File: src/rtl/core/assert_macros.svh
// Assertion macros used by the search block datapath.
`ifndef ASSERT_MACROS_SVH
`define ASSERT_MACROS_SVH

`ifndef SYNTHESIS

// Checked on every rising edge of clk, ignored while rst is high.
`define SABS_ASSERT(lbl, prop, msg) \
  lbl: assert property (@(posedge clk) disable iff (rst) prop) else $error(msg);

// Checked on every rising edge of clk, reset included.
`define SABS_ASSERT_ALWAYS(lbl, prop, msg) \
  lbl: assert property (@(posedge clk) prop) else $error(msg);

`else

`define SABS_ASSERT(lbl, prop, msg)
`define SABS_ASSERT_ALWAYS(lbl, prop, msg)

`endif

`endif

File: src/rtl/core/sabs_pkg.sv
// Package: sizes, command codes, FSM states and control/status structs.
`timescale 1ns / 1ps

package sabs_pkg;

  localparam int DEPTH  = 1024;
  localparam int ADDR_W = $clog2(DEPTH);
  localparam int CNT_W  = $clog2(DEPTH + 1);
  localparam int DATA_W = 32;
  localparam int POS_W  = 10;

  typedef enum logic [1:0] {
    CMD_CLEAR  = 2'd0,
    CMD_APPEND = 2'd1,
    CMD_SEARCH = 2'd2
  } cmd_t;

  typedef enum logic [1:0] {
    ST_IDLE,
    ST_CHECK,
    ST_COMPARE
  } state_t;

  // Commands from controller to datapath
  typedef struct packed {
    logic do_clear;
    logic do_append;
    logic do_load;
    logic do_probe;
    logic do_step;
    logic do_hit;
    logic do_miss;
  } ctrl_t;

  // Status from datapath to controller
  typedef struct packed {
    logic in_range;
    logic eq;
  } stat_t;

endpackage

File: src/rtl/core/sabs_ctrl.sv
// Controller FSM: decodes commands and sequences the binary search probes.
`timescale 1ns / 1ps

module sabs_ctrl (
  input  logic           clk,
  input  logic           rst,
  input  logic           start,
  input  logic [1:0]     cmd,
  input  sabs_pkg::stat_t stat,
  output sabs_pkg::ctrl_t ctl,
  output logic           busy
);
  import sabs_pkg::*;

  state_t state;
  state_t state_next;

  // State register
  always_ff @(posedge clk) begin
    if (rst) begin
      state <= ST_IDLE;
    end else begin
      state <= state_next;
    end
  end

  // Next state and datapath commands
  always_comb begin
    state_next = state;
    ctl        = '0;
    case (state)
      ST_IDLE: begin
        if (start) begin
          case (cmd_t'(cmd))
            CMD_CLEAR:  ctl.do_clear = 1'b1;
            CMD_APPEND: ctl.do_append = 1'b1;
            CMD_SEARCH: begin
              ctl.do_load = 1'b1;
              state_next  = ST_CHECK;
            end
            default: ;  // unused code: transfer taken, nothing done
          endcase
        end
      end
      ST_CHECK: begin
        if (stat.in_range) begin
          ctl.do_probe = 1'b1;
          state_next   = ST_COMPARE;
        end else begin
          ctl.do_miss = 1'b1;
          state_next  = ST_IDLE;
        end
      end
      ST_COMPARE: begin
        if (stat.eq) begin
          ctl.do_hit = 1'b1;
          state_next = ST_IDLE;
        end else begin
          ctl.do_step = 1'b1;
          state_next  = ST_CHECK;
        end
      end
      default: state_next = ST_IDLE;
    endcase
  end

  assign busy = (state != ST_IDLE);

endmodule

File: config.mk
export PLATFORM = sky130hd
export DESIGN_NAME = sabs_ctrl
export DESIGN_NICKNAME = d
export VERILOG_FILES = /design/src/rtl/core/assert_macros.svh /design/src/rtl/core/sabs_pkg.sv /design/src/rtl/core/sabs_ctrl.sv
export SDC_FILE = /design/constraint.sdc
export NUM_CORES = 1
export LEC_CHECK = 0
export ABC_AREA = 1
export BUFFER_PORTS_ARGS = -buffer_cell sky130_fd_sc_hd__buf_2
export CORE_AREA = 2 2 39 41
export CTS_CLUSTER_SIZE = 40
export DETAILED_ROUTE_END_ITERATION = 16
export DIE_AREA = 0 0 41 43
export SLEW_MARGIN = 10
export SYNTH_ARGS = -nofsm -noshare
export SYNTH_HDL_FRONTEND = slang
export SYNTH_SLANG_ARGS = --single-unit
File: constraint.sdc
create_clock -name clk -period 1.9 [get_ports clk]
set_input_delay 0.38 -clock clk [delete_from_list [all_inputs] [get_ports clk]]
set_output_delay 0.38 -clock clk [all_outputs]
set_load 0.05 [all_outputs]
==> out/metrics.cfg <==
[logic_synthesis]
async_flop_share_pct=0
ys_top_cells_by_count=inv_1, nand2_1, nor3_1
synth_area_leader_cell=dfxtp_1
synth-edff-count=0
synth-simple-area-share_pct=56.41
syn_nets=31
synth-xor-area-share_pct=0
ys_ff_latch=2
synth_mux_area_share_pct=0
syn_avg_cell_area_um2=6.100
synth.distinct_cells=10
synth_top_family_by_area=simple AND/OR/NAND/NOR gates
yosysSeqAreaShare_pct=27.35
yosysTopAreaCellShare_pct=27.35
synthAdderAreaFrac_pct=0
synthCells=24
synthesis.area_um2=146.4
yosysWarnings=0
ys.flop_type=dfxtp_1
ys_top_cells_by_area=dfxtp_1, nor3_1, inv_1, nand2_1, nor4_2
synth_compound_area_share_pct=3.419

[worst_setup_path]
crit_family=buffers and inverters
crit_slowest_cell=dfxtp_1
end_kind=output port
critPathRequiredTime_ps=1520
critPathMaxFanout=5
cp_num_buf_inv=2
slowest_delay_ps=320
worst_ep_arrival_time_ps=1250
path_cells=inv_1, nand2_1, nor4_4, buf_2
crit_type=register to output port
start_kind=register

[flow_run]
max_cap_violations=0

[sta]
max_freq_mhz=611.7
post-route-min-period_ps=1635
rsz0062_at_grt=false
worstMarginPinSlew_ps=252.0
maxSlewHeadroom_pct=83.32
setup_viol=0
skew_ps=0.05830
hold_viol=0
post-route-period-util_pct=86.04
finalMaxSlewViolations=0
fin_tns_setup_ps=0

[run_status]
status=finished clean

[clock_network]
clock_latency_ps=220
tritoncts=built
cts_resized=0
root_buffer=clkbuf_4
holdBufCountCts=0
cts.clk_slew.worst_paths_ps=30
cts_buffers=3
clk_path_buf_depth=2
cts_sinks=2
post_cts_buffers=0
htree_num_levels=1

[drt]
wl_per_cell_um=7.561
drtIter0Drc=1
dr.pass1.iters=4
wl_met2_um=179
via_per_inst=3.579
top_layer=met3
ant_nets=0
vias=204
drt-total-wl_um=431
wl_met1_um=209
met3_wirelength_um=42
drc=0

[power]
p_int_uw=128.3
netSwitchingFraction_pct=32.75
power_uw=190.8
comb_power_share_pct=28.2
clockPowerShare_pct=48.0
powerDensity_nw_per_um2=686.8
ir_worst_vdd_uv=143.1
power_frac_seq_pct=23.8
netSwitchingPower_uw=62.47
leakage_nw=0.1565

[finish]
reg.largest.list=state x2
final_layout_size_suffix_gt1_share_pct=51.22
diodes=0
largest_reg_flops=2
area_growth_pct=89.74
top_register=state
nNetsFinal=50

[placed_design]
globalplace.congestion=0.5776
port_buffers=14
detailed_place_hpwl_um=360.6

[hold_path]
hold_path_class=input port to register

[grt]
grt_pass1_wl_um=696
grt_overflow=0
grt_pass1_vias=180
antenna_found_initial=0
grt_max_degree=8
track_usage_pct=6.212

[floorplan]
core-area_um2=1384
die_y_um=43
start_util_pct=10.58
design.die.area_um2=1763
rows=14
ios=15
die_w_um=41

[worst paths after layout]
path / startpoint / to / slack [ps] / cells after the start
setup / recovery: state[0] / ctl[6] / 270 / 4
hold / removal: rst / state[0] / 340 / 2
setup reg to reg: state[1] / state[0] / 1060 / 4
hold reg to reg: state[0] / state[1] / 550 / 2
[kinds of logic after synthesis]
family | after synthesis
AO/OA/AOI/OAI | 1
buffers and inverters | 5
flip-flops | 2
AND/OR/NAND/NOR | 16
[power groups by stage]
| stage | Combinational [mW] | Clock [mW] | Sequential, mW |
|---|---|---|---|
| 2_1_floorplan | 0.0374 | 0 | 0.0456 |
| 3_3_place_gp | 0.0536 | 0 | 0.0459 |
| 3_5_place_dp | 0.0543 | 0 | 0.0460 |
| 4_1_cts | 0.0544 | 0.0987 | 0.0454 |
| 5_1_grt | 0.0586 | 0.105 | 0.0457 |
| 6_report | 0.0537 | 0.0916 | 0.0454 |
[cell type report]
class / count / area (µm²)
flip-flops and latches: 2 / 40.04
multi-input cells: 17 / 106.4
clock buffers: 3 / 22.52
repair buffers: 14 / 70.07
fillers: 156 / 1106
well taps: 16 / 20.02
inverters: 5 / 18.77
[metal layers]
metal	up-vias	global-route usage, %
met2	12	7.500
met3	0	1.571
met5	-	0
li1	114	-
met4	0	8.000
met1	78	7.348
[stage by stage]
stage	cells	utilization, %	area, µm²	setup WS (ps)	hold WS (ps)
after floorplan	24	-	165.2	-3.513	452.3
after global placement	54	18.44	255.2	463.3	538.9
after detailed placement	54	18.44	255.2	458.1	549.8
after CTS	57	20.07	277.8	233.3	330.0
after global routing	57	20.07	277.8	154.1	343.1
final	57	20.07	277.8	265.3	336.6
[cell usage in the layout, fill, tap and decap left out]
cell	Yosys	final
nor4_1	1	1
nor2_1	2	2
nand3_1	1	1
inv_1	5	5
nor3_2	0	2
clkbuf_4	0	3
nor3_1	5	3
buf_2	0	14
a21oi_1	1	1
dfxtp_1	2	2
nand2_1	5	5
and3_2	1	1
nor4_4	0	1
Power figures use the tool's default switching activity.
